**src/rtl/core/pdq_pkg.sv**
```systemverilog
// pdq_pkg: shared types and constants for the pcm down-mix q15 decimator
// holds the controller state encoding, the command/status structs and the register map
// no dependencies
package pdq_pkg;

    localparam int unsigned CFG_INDEX_W = 3;
    localparam int unsigned CFG_DATA_W  = 18;

    localparam logic [CFG_INDEX_W-1:0] REG_OUTPUT_RATE   = 3'd0;
    localparam logic [CFG_INDEX_W-1:0] REG_INPUT_RATE    = 3'd1;
    localparam logic [CFG_INDEX_W-1:0] REG_CHANNEL_COUNT = 3'd2;
    localparam logic [CFG_INDEX_W-1:0] REG_WIDE_SAMPLES  = 3'd3;
    localparam logic [CFG_INDEX_W-1:0] REG_Q_BITS        = 3'd4;

    localparam logic [15:0] RST_OUTPUT_RATE = 16'd16000;
    localparam logic [17:0] RST_INPUT_RATE  = 18'd16000;
    localparam logic [1:0]  RST_CHANNELS    = 2'd1;

    localparam logic [15:0] MIN_OUTPUT_RATE = 16'd8000;
    localparam logic [17:0] MAX_INPUT_RATE  = 18'd192000;
    localparam logic [4:0]  MAX_Q_BITS      = 5'd30;
    localparam logic [4:0]  Q_DEFAULT_WIDE  = 5'd23;
    localparam logic [4:0]  Q_DEFAULT_NARROW = 5'd15;
    localparam logic [4:0]  Q_TARGET        = 5'd15;

    localparam logic signed [47:0] Q15_MAX = 48'sd32767;
    localparam logic signed [47:0] Q15_MIN = -48'sd32768;

    // magnitude of the boxcar sum, one quotient bit per divide step
    localparam int unsigned DIV_W = 20;
    localparam int unsigned CNT_W = 5;

    typedef enum logic [4:0] {
        ST_IDLE  = 5'b00001,
        ST_MIX   = 5'b00010,
        ST_SCALE = 5'b00100,
        ST_DIV   = 5'b01000,
        ST_OUT   = 5'b10000
    } state_t;

    typedef struct packed {
        logic load;      // capture the frame
        logic mix;       // down-mix to mono
        logic scale;     // rescale, accumulate, advance phase
        logic div_step;  // one restoring divide step
        logic out_load;  // move quotient into the output register
    } dp_cmd_t;

    typedef struct packed {
        logic format_ok;
        logic emit;      // last scale step crossed the input rate
        logic out_busy;  // output register holds a beat not taken this cycle
    } dp_status_t;

endpackage

```
**src/rtl/core/pdq_ctrl.sv**
```systemverilog
// pdq_ctrl: sequencer for the pcm down-mix q15 decimator
// steps each frame through mix and scale, then through divide and output when it emits; uses pdq_pkg
module pdq_ctrl (
    input  logic                clk,
    input  logic                rst_n,
    input  logic                in_valid,
    output logic                in_ready,
    input  pdq_pkg::dp_status_t status,
    output pdq_pkg::dp_cmd_t    cmd
);
    import pdq_pkg::*;

    localparam logic [CNT_W-1:0] LAST_STEP = CNT_W'(DIV_W - 1);

    state_t            state_reg, state_next;
    logic [CNT_W-1:0]  step_reg, step_next;

    assign in_ready = (state_reg == ST_IDLE);

    always_comb
    begin
        state_next   = state_reg;
        step_next    = step_reg;
        cmd          = '0;
        case (state_reg)
            ST_IDLE:
            begin
                // frames of an unsupported format are taken and dropped
                if (in_valid && status.format_ok)
                begin
                    cmd.load   = 1'b1;
                    state_next = ST_MIX;
                end
            end
            ST_MIX:
            begin
                cmd.mix    = 1'b1;
                state_next = ST_SCALE;
            end
            ST_SCALE:
            begin
                cmd.scale  = 1'b1;
                step_next  = '0;
                state_next = ST_DIV;
            end
            ST_DIV:
            begin
                if (!status.emit)
                begin
                    state_next = ST_IDLE;
                end
                else
                begin
                    cmd.div_step = 1'b1;
                    step_next    = step_reg + CNT_W'(1);
                    if (step_reg == LAST_STEP)
                    begin
                        state_next = ST_OUT;
                    end
                end
            end
            ST_OUT:
            begin
                if (!status.out_busy)
                begin
                    cmd.out_load = 1'b1;
                    state_next   = ST_IDLE;
                end
            end
            default:
            begin
                state_next = ST_IDLE;
            end
        endcase
    end

    always_ff @(posedge clk or negedge rst_n)
    begin
        if (!rst_n)
        begin
            state_reg <= ST_IDLE;
            step_reg  <= '0;
        end
        else
        begin
            state_reg <= state_next;
            step_reg  <= step_next;
        end
    end

endmodule

```
**src/rtl/core/pdq_datapath.sv**
```systemverilog
// pdq_datapath: registers, mixer, q15 rescaler, phase accumulator and serial divider
// driven by pdq_ctrl commands; uses pdq_pkg
module pdq_datapath (
    input  logic                                clk,
    input  logic                                rst_n,
    input  pdq_pkg::dp_cmd_t                    cmd,
    output pdq_pkg::dp_status_t                 status,
    input  logic                                cfg_write,
    input  logic [pdq_pkg::CFG_INDEX_W-1:0]     cfg_index,
    input  logic [pdq_pkg::CFG_DATA_W-1:0]      cfg_data,
    input  logic [31:0]                         first_sample,
    input  logic [31:0]                         second_sample,
    output logic                                out_valid,
    input  logic                                out_ready,
    output logic [15:0]                         out_sample
);
    import pdq_pkg::*;

    // configuration
    logic [15:0] output_rate_reg;
    logic [17:0] input_rate_reg;
    logic [1:0]  channel_count_reg;
    logic        wide_samples_reg;
    logic [4:0]  q_bits_reg;

    // accumulator state
    logic [17:0]        phase_acc_reg, phase_acc_next;
    logic signed [20:0] avg_sum_reg, avg_sum_next;
    logic [CNT_W-1:0]   avg_count_reg, avg_count_next;
    logic               emit_reg;

    // payload
    logic [31:0]        first_reg, second_reg;
    logic signed [32:0] mono_reg;
    logic [DIV_W-1:0]   quot_reg;
    logic [CNT_W:0]     rem_reg;
    logic [CNT_W-1:0]   den_reg;
    logic               neg_reg;
    logic [15:0]        out_data_reg;
    logic               out_valid_reg;

    logic cfg_hit;
    assign cfg_hit = cfg_write && (cfg_index <= REG_Q_BITS);

    assign status.format_ok = ({2'b00, output_rate_reg} >= {2'b00, MIN_OUTPUT_RATE})
                           && (input_rate_reg >= {2'b00, output_rate_reg})
                           && (input_rate_reg <= MAX_INPUT_RATE)
                           && (channel_count_reg == 2'd1 || channel_count_reg == 2'd2)
                           && (q_bits_reg <= MAX_Q_BITS);
    assign status.emit     = emit_reg;
    assign status.out_busy = out_valid_reg && !out_ready;

    // down-mix, halving truncates toward zero
    logic signed [32:0] samp_a, samp_b, mono_next;
    logic signed [33:0] pair_sum, pair_adj;
    always_comb
    begin
        if (wide_samples_reg)
        begin
            samp_a = {first_reg[31], first_reg};
            samp_b = {second_reg[31], second_reg};
        end
        else
        begin
            samp_a = {{17{first_reg[15]}}, first_reg[15:0]};
            samp_b = {{17{second_reg[15]}}, second_reg[15:0]};
        end
        pair_sum = {samp_a[32], samp_a} + {samp_b[32], samp_b};
        pair_adj = pair_sum + {33'd0, pair_sum[33]};
        if (channel_count_reg == 2'd2)
        begin
            mono_next = pair_adj[33:1];
        end
        else
        begin
            mono_next = samp_a;
        end
    end

    // rescale to q15 with floor on right shifts, then saturate
    logic [4:0]         q_eff;
    logic signed [47:0] mono_ext, shifted;
    logic signed [15:0] q15;
    logic [18:0]        phase_sum;
    logic [DIV_W:0]     sum_mag;
    always_comb
    begin
        if (q_bits_reg == 5'd0)
        begin
            q_eff = wide_samples_reg ? Q_DEFAULT_WIDE : Q_DEFAULT_NARROW;
        end
        else
        begin
            q_eff = q_bits_reg;
        end
        mono_ext = {{15{mono_reg[32]}}, mono_reg};
        if (q_eff >= Q_TARGET)
        begin
            shifted = mono_ext >>> (q_eff - Q_TARGET);
        end
        else
        begin
            shifted = mono_ext <<< (Q_TARGET - q_eff);
        end
        if (shifted > Q15_MAX)
        begin
            q15 = 16'sh7fff;
        end
        else if (shifted < Q15_MIN)
        begin
            q15 = 16'sh8000;
        end
        else
        begin
            q15 = shifted[15:0];
        end
        avg_sum_next   = avg_sum_reg + {{5{q15[15]}}, q15};
        avg_count_next = avg_count_reg + CNT_W'(1);
        phase_sum      = {1'b0, phase_acc_reg} + {3'd0, output_rate_reg};
        phase_acc_next = phase_sum[17:0];
        sum_mag        = avg_sum_next[20] ? -avg_sum_next : avg_sum_next;
    end

    // restoring divide step
    logic [CNT_W:0] rem_shift, rem_sub;
    assign rem_shift = {rem_reg[CNT_W-1:0], quot_reg[DIV_W-1]};
    assign rem_sub   = rem_shift - {1'b0, den_reg};

    logic [15:0] quot_signed;
    assign quot_signed = neg_reg ? (~quot_reg[15:0] + 16'd1) : quot_reg[15:0];

    always_ff @(posedge clk or negedge rst_n)
    begin
        if (!rst_n)
        begin
            output_rate_reg   <= RST_OUTPUT_RATE;
            input_rate_reg    <= RST_INPUT_RATE;
            channel_count_reg <= RST_CHANNELS;
            wide_samples_reg  <= 1'b0;
            q_bits_reg        <= '0;
            phase_acc_reg     <= '0;
            avg_sum_reg       <= '0;
            avg_count_reg     <= '0;
            emit_reg          <= 1'b0;
            out_valid_reg     <= 1'b0;
        end
        else
        begin
            if (cfg_write)
            begin
                case (cfg_index)
                    REG_OUTPUT_RATE:   output_rate_reg   <= cfg_data[15:0];
                    REG_INPUT_RATE:    input_rate_reg    <= cfg_data;
                    REG_CHANNEL_COUNT: channel_count_reg <= cfg_data[1:0];
                    REG_WIDE_SAMPLES:  wide_samples_reg  <= cfg_data[0];
                    REG_Q_BITS:        q_bits_reg        <= cfg_data[4:0];
                    default:           ;
                endcase
            end
            if (cfg_hit)
            begin
                phase_acc_reg <= '0;
                avg_sum_reg   <= '0;
                avg_count_reg <= '0;
            end
            else if (cmd.scale)
            begin
                if ({1'b0, input_rate_reg} <= phase_sum)
                begin
                    phase_acc_reg <= phase_acc_next - input_rate_reg;
                    avg_sum_reg   <= '0;
                    avg_count_reg <= '0;
                end
                else
                begin
                    phase_acc_reg <= phase_acc_next;
                    avg_sum_reg   <= avg_sum_next;
                    avg_count_reg <= avg_count_next;
                end
            end
            if (cmd.scale)
            begin
                emit_reg <= ({1'b0, input_rate_reg} <= phase_sum);
            end
            if (cmd.out_load)
            begin
                out_valid_reg <= 1'b1;
            end
            else if (out_ready)
            begin
                out_valid_reg <= 1'b0;
            end
        end
    end

    always_ff @(posedge clk)
    begin
        if (cmd.load)
        begin
            first_reg  <= first_sample;
            second_reg <= second_sample;
        end
        if (cmd.mix)
        begin
            mono_reg <= mono_next;
        end
        if (cmd.scale)
        begin
            quot_reg <= sum_mag[DIV_W-1:0];
            neg_reg  <= avg_sum_next[20];
            den_reg  <= avg_count_next;
            rem_reg  <= '0;
        end
        else if (cmd.div_step)
        begin
            if (!rem_sub[CNT_W])
            begin
                rem_reg  <= rem_sub;
                quot_reg <= {quot_reg[DIV_W-2:0], 1'b1};
            end
            else
            begin
                rem_reg  <= rem_shift;
                quot_reg <= {quot_reg[DIV_W-2:0], 1'b0};
            end
        end
        if (cmd.out_load)
        begin
            out_data_reg <= quot_signed;
        end
    end

    assign out_valid  = out_valid_reg;
    assign out_sample = out_data_reg;

endmodule

```
**src/rtl/core/pcm_downmix_q15_decimator.sv**
```systemverilog
// pcm_downmix_q15_decimator: top level of the mono down-mix, q15 rescale and boxcar decimator
// joins pdq_ctrl and pdq_datapath; uses pdq_pkg
//
// One frame per input beat: it is mixed to mono, rescaled to q15 and summed into a
// boxcar, and a phase accumulator adding output_rate against input_rate picks the
// frames that close a boxcar and give one averaged output beat. A frame that closes
// no boxcar passes through capture, mix, scale and one pass through the divide state
// back to idle; a frame that emits also runs the 20-step restoring divide that forms
// the average. Frames in an unsupported format are taken and dropped. The output
// register lets the next frame enter while a result still waits on m_tready.
// Writing any listed register clears the phase and the boxcar; writes are meant only
// while the block is idle, and cfg_ready is always high.
module pcm_downmix_q15_decimator (
    input  logic                            clk,
    input  logic                            rst_n,
    // configuration write channel
    input  logic                            cfg_valid,
    output logic                            cfg_ready,
    input  logic [pdq_pkg::CFG_INDEX_W-1:0] cfg_index,
    input  logic [pdq_pkg::CFG_DATA_W-1:0]  cfg_data,
    // input frames
    input  logic                            s_tvalid,
    output logic                            s_tready,
    input  logic [63:0]                     s_tdata,   // first_sample[31:0], second_sample[63:32]
    input  logic                            s_tlast,   // last_in_packet
    // output samples
    output logic                            m_tvalid,
    input  logic                            m_tready,
    output logic [15:0]                     m_tdata    // out_sample[15:0]
);
    import pdq_pkg::*;

    dp_cmd_t    cmd;
    dp_status_t status;
    logic       frame_last_reg;

    assign cfg_ready = 1'b1;

    pdq_ctrl u_ctrl (
        .clk      (clk),
        .rst_n    (rst_n),
        .in_valid (s_tvalid),
        .in_ready (s_tready),
        .status   (status),
        .cmd      (cmd)
    );

    pdq_datapath u_datapath (
        .clk           (clk),
        .rst_n         (rst_n),
        .cmd           (cmd),
        .status        (status),
        .cfg_write     (cfg_valid && cfg_ready),
        .cfg_index     (cfg_index),
        .cfg_data      (cfg_data),
        .first_sample  (s_tdata[31:0]),
        .second_sample (s_tdata[63:32]),
        .out_valid     (m_tvalid),
        .out_ready     (m_tready),
        .out_sample    (m_tdata)
    );

    // packet end mark has no effect on the arithmetic; kept with the captured frame
    always_ff @(posedge clk)
    begin
        if (cmd.load)
        begin
            frame_last_reg <= s_tlast;
        end
    end

endmodule

```
**config.mk**
```make
export PLATFORM = sky130hd
export DESIGN_NAME = pcm_downmix_q15_decimator
export DESIGN_NICKNAME = d
export VERILOG_FILES = /design/src/rtl/core/pdq_pkg.sv /design/src/rtl/core/pdq_ctrl.sv /design/src/rtl/core/pdq_datapath.sv /design/src/rtl/core/pcm_downmix_q15_decimator.sv
export SDC_FILE = /design/constraint.sdc
export NUM_CORES = 1
export LEC_CHECK = 0
export BUFFER_PORTS_ARGS = -buffer_cell sky130_fd_sc_hd__buf_4
export CORE_MARGIN = 2
export CORE_UTILIZATION = 29
export CTS_CLUSTER_SIZE = 30
export DETAILED_ROUTE_END_ITERATION = 8
export SYNTH_ARGS = -nofsm -noshare
export SYNTH_HDL_FRONTEND = slang
export SYNTH_HIERARCHICAL = 1
export SYNTH_SLANG_ARGS = --single-unit
export TNS_END_PERCENT = 20
```
**constraint.sdc**
```tcl
create_clock -name clk -period 8.8 [get_ports clk]
set_clock_uncertainty 0.15 [all_clocks]
set_input_delay 0.88 -clock clk [delete_from_list [all_inputs] [get_ports clk]]
set_output_delay 0.88 -clock clk [all_outputs]
set_load 0.1 [all_outputs]
```
==> flow_summary.ini, run 1 <==
[outcome]
status = finished clean

[clocking]
clock-root-buffer = clkbuf_16
cts_hold_buf = 0
cts_tree = yes
htreeDepth = 1
clock_path_buffers = 3
clkLatencyLatePin_ns = 0.60
post_cts_resized = 0
cts.sinks = 242
cts_setup_buffers = 0
cts-buffers-inserted = 30
clk_pin_slew_worst_paths_ns = 0.06

[critical_path]
crit_buf_inv = 5
slowest_delay_ns = 0.53
criticalPathCategory = flip-flop to flip-flop
start_kind = flip-flop
critPathMaxFanout = 19
cpMaxStageDelayCell = dfrtp_1
crit_family = compound AO/OA/AOI/OAI gates
end_kind = flip-flop
cp_data_arrival_time_ns = 8.12
critPathRequiredTime_ns = 8.97

[routing]
routed_wirelength_microns = 60900
drt_iter0_drc = 1669
drt.antenna.violating_nets = 0
dr.pass1.iters = 6
remaining_drc_errors = 0
wl_per_cell_microns = 17.6
vias_per_cell = 5.42
vias = 18800

[power]
pwr-share-seq_pct = 23.9
powerDensity_nw_per_um2 = 263
internal-power_mw = 3.40
p_clk_share_pct = 18.6
peakVddDrop_v = 0.000166
switching_share_pct = 45.9
power.leakage_nw = 9.49
p_switching_mw = 2.89
pwr-share-comb_pct = 57.5

[sta]
rsz0062_at_grt = no
min_period_over_period_pct = 90.4
fin_tns_setup_ns = 0
worst_pin_slew_ns = 1.11
setup_viol = 0
timing_max_transition_violations_final = 0
fin_crit_ns = 7.95
fmax_mhz = 126
finalHoldViolations = 0
slew_headroom_pct = 25.7

[floorplan]
start_util_pct = 29.1
die_h_microns = 274
fp.dieArea_sq_um = 75100
io_pins = 110
die_w_microns = 274
fp.coreArea_sq_um = 72600
row_count = 99

[placed_design]
routabilityCongestion = 0.979
portBuffers = 107
dpl.cell_count = 3408
hpwlAfterDp_microns = 45600

[synth]
ys_ff_latch = 242
syn_area_per_cell_sq_um = 8.69
synthesis.nets = 2662
yosysWarnings = 6
synth_top_area_share_pct = 19.7
synth_area_sq_um = 21100
synth-main-ff-cell = edfxtp_1
synth_cells = 2433
seq_area_frac_synth_pct = 31.9
synth_area_leaders = edfxtp_1 20%, dfrtp_1 9.9%, ha_1 7.9%, nand2_1 4.6%, o21ai_0 4.4%
ys_types = 106
yosysTopAreaCell = edfxtp_1
synthArstFlopShare_pct = 40.5
synth_edf_count = 139

[grt]
track_usage_pct = 16.0
grt_overflow_total = 0
antenna_found_initial = 0
grt_max_degree = 66
grt_pass1_vias = 18200
grt_pass1_wl_microns = 98600

[finish]
largest_reg_flops = 33
stdcell_count = 3465
syn_to_final_growth_pct = 13.0
nNetsFinal = 2710
drive_gt1_share_pct = 13.9

[hold_path]
min_path_type = input pin to async pin

[flow_run]
maxCapViolCount = 0
[logic make-up (layout without fill, tap and decap cells)]
logic type                 after synthesis  count (layout)  synth area share [%]
other                                    1               2                0.0177
adders and majority gates              138             138                  8.34
muxes                                  101             101                  7.10
buffers and inverters                  250             322                  4.91
xor gates and xnor gates               128             128                  5.43
DFF                                    242             242                  31.9
and+or+nand+nor                        839             839                  19.5
AOI/OAI and AO/OA                      734             734                  22.8
[power by group through the flow]
| stage | clock [mW] | sequential [mW] | combinational (mW) |
|---|---|---|---|
| 4_1_cts | 1.21 | 1.50 | 3.56 |
| 3_3_place_gp | 0 | 1.52 | 3.54 |
| 3_5_place_dp | 0 | 1.52 | 3.54 |
| 6_report | 1.17 | 1.50 | 3.62 |
| 5_1_grt | 1.26 | 1.52 | 3.98 |
| 2_1_floorplan | 0 | 1.47 | 2.69 |
[cells in the mapped netlist, types with 21 or more instances]
library cell	n
nand2_1	261
nor2_1	195
o21ai_0	185
a21oi_1	159
edfxtp_1	139
ha_1	133
inv_1	104
clkbuf_1	89
nand3_1	88
dfrtp_1	84
xnor2_1	82
a21o_1	50
a211oi_1	47
nor3_1	44
xor2_1	44
mux2i_1	42
mux4_2	37
a31oi_1	33
buf_2	31
nor2b_1	28
and3_1	26
nand4_1	26
or3_1	26
o211ai_1	24
mux2_2	22
nor4_1	22
and2_1	21
nand2b_1	21
[layout by cell type (no fill, tap or decap), types with 18 or more instances in the layout]
cell / Yosys / routed
nand4_1: 26 / 26
nand3_1: 88 / 88
and2_1: 21 / 21
a21oi_1: 159 / 159
nor4_1: 22 / 22
edfxtp_1: 139 / 139
mux2i_1: 42 / 42
xor2_1: 44 / 44
dfrtp_1: 84 / 84
nand2_1: 261 / 261
nor2_1: 195 / 194
nand2b_1: 21 / 21
inv_1: 104 / 104
buf_4: 6 / 156
or3_1: 26 / 26
mux4_2: 37 / 37
o211ai_1: 24 / 24
mux2_2: 22 / 22
a211oi_1: 47 / 47
o21ai_0: 185 / 185
ha_1: 133 / 132
a22o_1: 18 / 18
xnor2_1: 82 / 82
a31oi_1: 33 / 32
clkbuf_16: 0 / 30
and3_1: 26 / 25
nor3_1: 44 / 44
nor2b_1: 28 / 28
a21o_1: 50 / 50
[through the flow]
| step | hold slack (ns) | util, % | area, sq um | setup slack, ns | power [mW] |
|---|---|---|---|---|---|
| final | 0.0974 | 32.9 | 23900 | 0.845 | 6.29 |
| after global routing | 0.118 | 32.9 | 23900 | 0.289 | 6.76 |
| after CTS | 0.101 | 32.9 | 23900 | 0.979 | 6.27 |
| after detailed placement | 0.337 | 31.6 | 23000 | 1.02 | 5.06 |
| after global placement | 0.324 | 31.6 | 23000 | 0.958 | 5.06 |
| after floorplan | 0.306 | - | 21100 | 1.11 | 4.16 |
[cell type report]
cell class / count / area [sq um]
well taps: 959 / 1200
flip-flops and latches: 242 / 6740
clock buffers: 39 / 805
multi-input cells: 1941 / 13400
diodes: 1 / 2.50
repair buffers: 157 / 1190
inverters: 109 / 409
fillers: 7702 / 48700
clock inverters: 17 / 130
[worst paths after layout]
| check | startpoint | slack [ns] | to | depth (start not counted) |
|---|---|---|---|---|
| min reg2reg | u_datapath/avg_sum_reg[10]$_DFFE_PN0P_ | 0.34 | u_datapath/avg_sum_reg[10]$_DFFE_PN0P_ | 2 |
| max reg2reg | u_datapath/q_bits_reg[0]$_DFFE_PN0P_ | 0.85 | u_datapath/quot_reg[2]$_DFFE_PP_ | 29 |
| max | u_datapath/q_bits_reg[0]$_DFFE_PN0P_ | 0.85 | u_datapath/quot_reg[2]$_DFFE_PP_ | 29 |
| max in group asynchronous | rst_n | 7.12 | u_datapath/q_bits_reg[4]$_DFFE_PN0P_ | 2 |
| min in group clk | s_tdata[28] | 0.31 | u_datapath/first_reg[28]$_DFFE_PP_ | 1 |
| min | rst_n | 0.1 | u_datapath/avg_sum_reg[16]$_DFFE_PN0P_ | 1 |
[routing by layer]
metal	GRT usage [%]	wire length, microns	vias to the layer above
met4	5.95	2250	0
met1	21.7	27700	8861
met3	2.35	3530	139
li1	-	-	9172
met2	25.7	27400	611
met5	0	0	-
Note: power is estimated with default switching activity, not from simulation.
==> inputs of run 2 (changes only) <==
- clock period: 8.8 -> 7.6 ns (I/O delays scaled with it)
==> run 2 against run 1 <==
  * Flip-flop and latch count stayed put
  * Non-clock buffer count up 27
  * Die area did not move
  * Cell area increased by 1.2%
  * Routed wire length shrank 0.25%
  * Combinational power up 17%
  * Global-route usage hardly changed
==> flow_summary.ini, run 2 (synthesis results as in run 1) <==
[power]
p_switching_mw = 3.33
switching_share_pct = 45.0
power.leakage_nw = 9.64
peakVddDrop_v = 0.000196
internal-power_mw = 4.07
total_power_mw = 7.40
powerDensity_nw_per_um2 = 306
pwr-share-seq_pct = 23.3
pwr-share-comb_pct = 57.2
p_clk_share_pct = 19.4

[routing]
dr.pass1.iters = 5
remaining_drc_errors = 0
wl_per_cell_microns = 17.4
routed_wirelength_microns = 60800
vias_per_cell = 5.37
vias = 18800
drt_iter0_drc = 1601
drt.antenna.violating_nets = 0

[placed_design]
routabilityCongestion = 0.952
preCtsSetupSlack_ns = 0.431
portBuffers = 107
hpwlAfterDp_microns = 46200
placed_area_sq_um = 23100
dpl.cell_count = 3433

[finish]
layout.cells.most_common_list = 261 x nand2_1, 194 x nor2_1, 185 x o21ai_0
stdcell_count = 3490
final_util_pct = 33.3
final-seq-area_sq_um = 6750
syn_to_final_growth_pct = 14.3
final_common_cell = nand2_1
design_area_sq_um = 24200
drive_gt1_share_pct = 14.8
fillers = 7602
nNetsFinal = 2737
largest_reg_flops = 33
multi_input_area_sq_um = 13400
antenna_cells = 0

[clocking]
cts_tree = yes
cts-buffers-inserted = 30
htreeDepth = 1
clk_pin_slew_worst_paths_ns = 0.06
clkLatencyLatePin_ns = 0.60
cts.sinks = 242
clock-root-buffer = clkbuf_16
clock_path_buffers = 3

[sta]
slew_headroom_pct = 26.2
setup_viol = 0
fin_crit_ns = 7.03
fmax_mhz = 142
timing_max_transition_violations_final = 0
setup_ws_ns = 0.575
min_period_over_period_pct = 92.4
fin_tns_setup_ns = 0
hold_ws_ns = 0.201
finalHoldViolations = 0
worst_pin_slew_ns = 1.10

[floorplan]
die_w_microns = 274
fp.coreArea_sq_um = 72600
io_pins = 110
row_count = 99
start_util_pct = 29.1
die_h_microns = 274
fp.dieArea_sq_um = 75100

[grt]
grt_pass1_vias = 18000
grt_pass1_wl_microns = 98900
antenna_found_initial = 0
grt_max_degree = 85
track_usage_pct = 16.0
grt_overflow_total = 0

[critical_path]
end_kind = flip-flop
start_kind = flip-flop
crit_top_cell = buf_4
cp_data_arrival_time_ns = 7.23
crit_buf_inv = 4
criticalPathCategory = flip-flop to flip-flop
crit_family = compound AO/OA/AOI/OAI gates
slowest_delay_ns = 0.55
critPathRequiredTime_ns = 7.80
critPathMaxFanout = 24
cpMaxStageDelayCell = or4_1

[hold_path]
min_path_type = input pin to flip-flop

[flow_run]
maxCapViolCount = 0

[outcome]
status = finished clean
==> run 2: cell count changes in the layout (fill, tap and decap cells not counted), moves of 2 or more <==
| cell | change |
|---|---|
| buf_4 | +26 |
| bufinv_16 | +3 |
| clkinv_1 | +3 |
| clkbuf_1 | -2 |
| inv_4 | -2 |
==> run 2: layer usage <==
layer | vias up | part of all wire (%) | GRT usage, %
li1 | 9233 | - | -
met1 | 8823 | 46 | 22.0
met2 | 561 | 45 | 25.8
met3 | 135 | 5.9 | 2.34
met4 | 0 | 3.4 | 5.29
met5 | - | 0 | 0
==> run 2: path summary, 6_finish.rpt <==
check	start	endpoint	slack (ns)	depth (start not counted)
worst max-delay path	u_datapath/q_bits_reg[4]$_DFFE_PN0P_	u_datapath/quot_reg[13]$_DFFE_PP_	0.57	28
worst min-delay path	s_tdata[16]	u_datapath/first_reg[16]$_DFFE_PP_	0.20	1
worst max register to register	u_datapath/q_bits_reg[4]$_DFFE_PN0P_	u_datapath/quot_reg[13]$_DFFE_PP_	0.57	28
worst min register to register	u_datapath/avg_sum_reg[17]$_DFFE_PN0P_	u_datapath/avg_sum_reg[17]$_DFFE_PN0P_	0.35	2
max in group asynchronous	rst_n	u_datapath/q_bits_reg[2]$_DFFE_PN0P_	5.48	3
min in group asynchronous	rst_n	u_datapath/out_valid$_DFFE_PN0P_	0.48	2
==> run 2: what timing repair did <==
item                                    4_1_cts  5_1_grt
buffers inserted                              0        1
hold buffers                                  1        0
endpoints found under the setup margin        0       19
hold endpoints to repair                     29        0
gates resized for setup                       0        4
==> run 2: power by group through the flow <==
stage / Clock, mW / Combinational, mW / Sequential (mW)
CTS: 1.49 / 4.18 / 1.73
global route: 1.54 / 4.67 / 1.75
finish: 1.44 / 4.24 / 1.73
detailed placement: 0 / 4.16 / 1.75
floorplan: 0 / 3.12 / 1.70
global placement: 0 / 4.15 / 1.75
==> run 2: cell type report <==
class | count | area share, %
clock buffer | 37 | 3.30
clock inverter | 18 | 0.813
inverter | 109 | 1.71
multi-input combinational | 1941 | 55.5
sequential | 242 | 27.9
tap | 959 | 4.96
timing repair buffer | 184 | 5.78
==> inputs of run 3 (changes only) <==
- SYNTH_HIERARCHICAL: 1 -> default
==> run 3 against run 2 <==
  * Combinational power is 8.5% lower
  * Fmax is 2.1% lower
  * Register-to-register slack worse by 0.15 ns
  * Cell count is 4.1% lower
  * Global-route usage is 0.98 points lower
  * Highest routed layer unchanged
==> flow_summary.ini, run 3 <==
[grt]
grt_pass1_vias = 16800
antenna_found_initial = 1
track_usage_pct = 15.1
grt_max_degree = 73
grt_overflow_total = 0
grt_pass1_wl_microns = 91400

[clocking]
cts.sinks = 242
htreeDepth = 1
cts_tree = yes
cts-buffers-inserted = 30
clock-root-buffer = clkbuf_16
clkLatencyLatePin_ns = 0.59
clock_path_buffers = 3
clk_pin_slew_worst_paths_ns = 0.08

[finish]
syn_to_final_growth_pct = 14.7
design_area_sq_um = 23700
antenna_cells = 0
layout.cells.most_common_list = 291 x nand2_1, 173 x buf_4, 171 x a21oi_1
nNetsFinal = 2612
final_common_cell = nand2_1
drive_gt1_share_pct = 15.2
stdcell_count = 3347
largest_reg_flops = 33

[flow_run]
maxCapViolCount = 0

[synth]
synth_area_sq_um = 20700
ys_ff_latch = 242
synth_edf_count = 139
synthArstFlopShare_pct = 40.5
seq_area_frac_synth_pct = 32.6
yosysWarnings = 0
synthesis.nets = 2521
yosys-top-cells-count = 291 x nand2_1, 172 x a21oi_1, 170 x o21ai_0
yosysTopAreaCell = edfxtp_1
synth_top_area_share_pct = 20.2
ys_types = 99
synth_cells = 2293
synth.most_common_cell = nand2_1
synth-main-ff-cell = edfxtp_1
syn_area_per_cell_sq_um = 9.02
synth_area_leaders = edfxtp_1 20%, dfrtp_1 10%, ha_1 8.0%, mux4_2 6.6%, nand2_1 5.3%

[outcome]
status = finished clean

[placed_design]
dpl.cell_count = 3289
preCtsSetupSlack_ns = 0.365
hpwlAfterDp_microns = 43100
routabilityCongestion = 0.941
portBuffers = 107
placed_area_sq_um = 22800

[critical_path]
end_kind = flip-flop
crit_end = u_datapath.quot_reg[17]$_DFFE_PP_
worst_r2r_endpoint = u_datapath.quot_reg[17]$_DFFE_PP_
start_kind = flip-flop
rr_worst_depth = 29
slowest_delay_ns = 0.55
critPathRequiredTime_ns = 7.77
reg2reg_from = u_datapath.q_bits_reg[3]$_DFFE_PN0P_
criticalPathCategory = flip-flop to flip-flop
cp-startpoint = u_datapath.q_bits_reg[3]$_DFFE_PN0P_
critPathMaxFanout = 10
r2r_slack_ns = 0.42
cp_data_arrival_time_ns = 7.35
cpMaxStageDelayCell = or4_1

[floorplan]
fp.coreArea_sq_um = 70300
die_h_microns = 271
io_pins = 110
row_count = 97
fp.dieArea_sq_um = 73500
die_w_microns = 271
start_util_pct = 29.4

[routing]
drt_iter0_drc = 1215
dr.pass1.iters = 5
vias = 17700
routed_wirelength_microns = 56400
vias_per_cell = 5.28
drt.antenna.violating_nets = 0
remaining_drc_errors = 0
wl_per_cell_microns = 16.9

[hold_path]
min_path_type = input pin to flip-flop

[sta]
worst_pin_slew_ns = 0.986
fmax_mhz = 139
fin_crit_ns = 7.18
slew_headroom_pct = 34.3
timing_max_transition_violations_final = 0
finalHoldViolations = 0
fin_tns_setup_ns = 0
min_period_over_period_pct = 94.4
setup_ws_ns = 0.424
setup_viol = 0

[power]
powerDensity_nw_per_um2 = 293
peakVddDrop_v = 0.000186
power.leakage_nw = 9.58
==> run 3: cell count changes after synthesis, sizes merged, moves of 10 or more <==
cell,change
a211oi,-12
a21o,-17
a21oi,+13
and3,+10
buf,-23
mux2i,+23
mux4,+24
nand2,+30
nand3,-44
nor2,-25
nor2b,-11
nor4,-11
o21ai,-25
or3,-15
==> run 3: cell families after synthesis <==
| group | Yosys count | share of synthesized area [%] |
|---|---|---|
| compound gates | 658 | 20.5 |
| xor+xnor | 130 | 5.50 |
| buf+inv | 228 | 4.54 |
| other cells | 1 | 0.0181 |
| flops | 242 | 32.6 |
| simple gates | 751 | 17.5 |
| fa+ha+maj | 137 | 8.47 |
| mux | 146 | 10.9 |
==> run 3: critical path, delay by kind of cell (launching register included) <==
| kind | cells | cell delay [ns] |
|---|---|---|
| buf+inv | 4 | 0.51 |
| xor+xnor | 1 | 0.17 |
| compound gates | 7 | 1.41 |
| simple gates | 12 | 2.64 |
| flops | 1 | 0.49 |
| mux | 1 | 0.28 |
| fa+ha+maj | 4 | 1.24 |
==> run 3: worst min-delay path by stage <==
stage / to / cells past startpoint / from
5_1_grt: u_datapath.second_reg[23]$_DFFE_PP_ / 1 / s_tdata[55]
3_5_place_dp: u_datapath.emit_reg$_DFFE_PN0P_ / 2 / u_datapath.emit_reg$_DFFE_PN0P_
3_3_place_gp: u_datapath.rem_reg[4]$_SDFFE_PP0P_ / 2 / u_datapath.rem_reg[4]$_SDFFE_PP0P_
2_1_floorplan: u_datapath.rem_reg[4]$_SDFFE_PP0P_ / 2 / u_datapath.rem_reg[4]$_SDFFE_PP0P_
6_report: u_datapath.second_reg[24]$_DFFE_PP_ / 1 / s_tdata[56]
4_1_cts: u_datapath.second_reg[24]$_DFFE_PP_ / 1 / s_tdata[56]
==> run 3: cell type report <==
type | instances | area [sq um]
sequential | 242 | 6750
tap | 940 | 1180
fill | 7233 | 46500
clock buffer | 36 | 795
timing repair buffer | 177 | 1370
clock inverter | 19 | 128
multi-input combinational | 1823 | 13100
inverter | 110 | 415
==> run 3: power by group <==
group,internal (mW),switching (mW)
clock network,0.773,0.588
logic,1.57,2.32
registers,1.58,0.127
==> run 3: per-stage QoR <==
stage	hold slack [ns]	utilization, %	power, mW
6_report	0.207	33.8	6.95
5_1_grt	0.184	33.8	7.45
4_1_cts	0.172	33.7	6.94
3_5_place_dp	0.320	32.4	5.54
3_3_place_gp	0.311	32.4	5.54
2_1_floorplan	0.296	-	4.57
==> run 3: what timing repair did <==
action / in CTS / in global routing
hold buffers: 1 / 0
gates resized for setup: 0 / 4
hold endpoints to repair: 18 / 0
endpoints found under the setup margin: 0 / 8
setup buffers: 0 / 2
==> run 3: layer usage <==
| metal | routed length (microns) | track usage, % | part of all wire (%) | vias up |
|---|---|---|---|---|
| li1 | - | - | - | 8710 |
| met1 | 26600 | 21.4 | 47 | 8379 |
| met2 | 25000 | 23.8 | 44 | 501 |
| met3 | 3040 | 1.84 | 5.4 | 96 |
| met4 | 1730 | 4.71 | 3.1 | 0 |
| met5 | 0 | 0 | 0 | - |
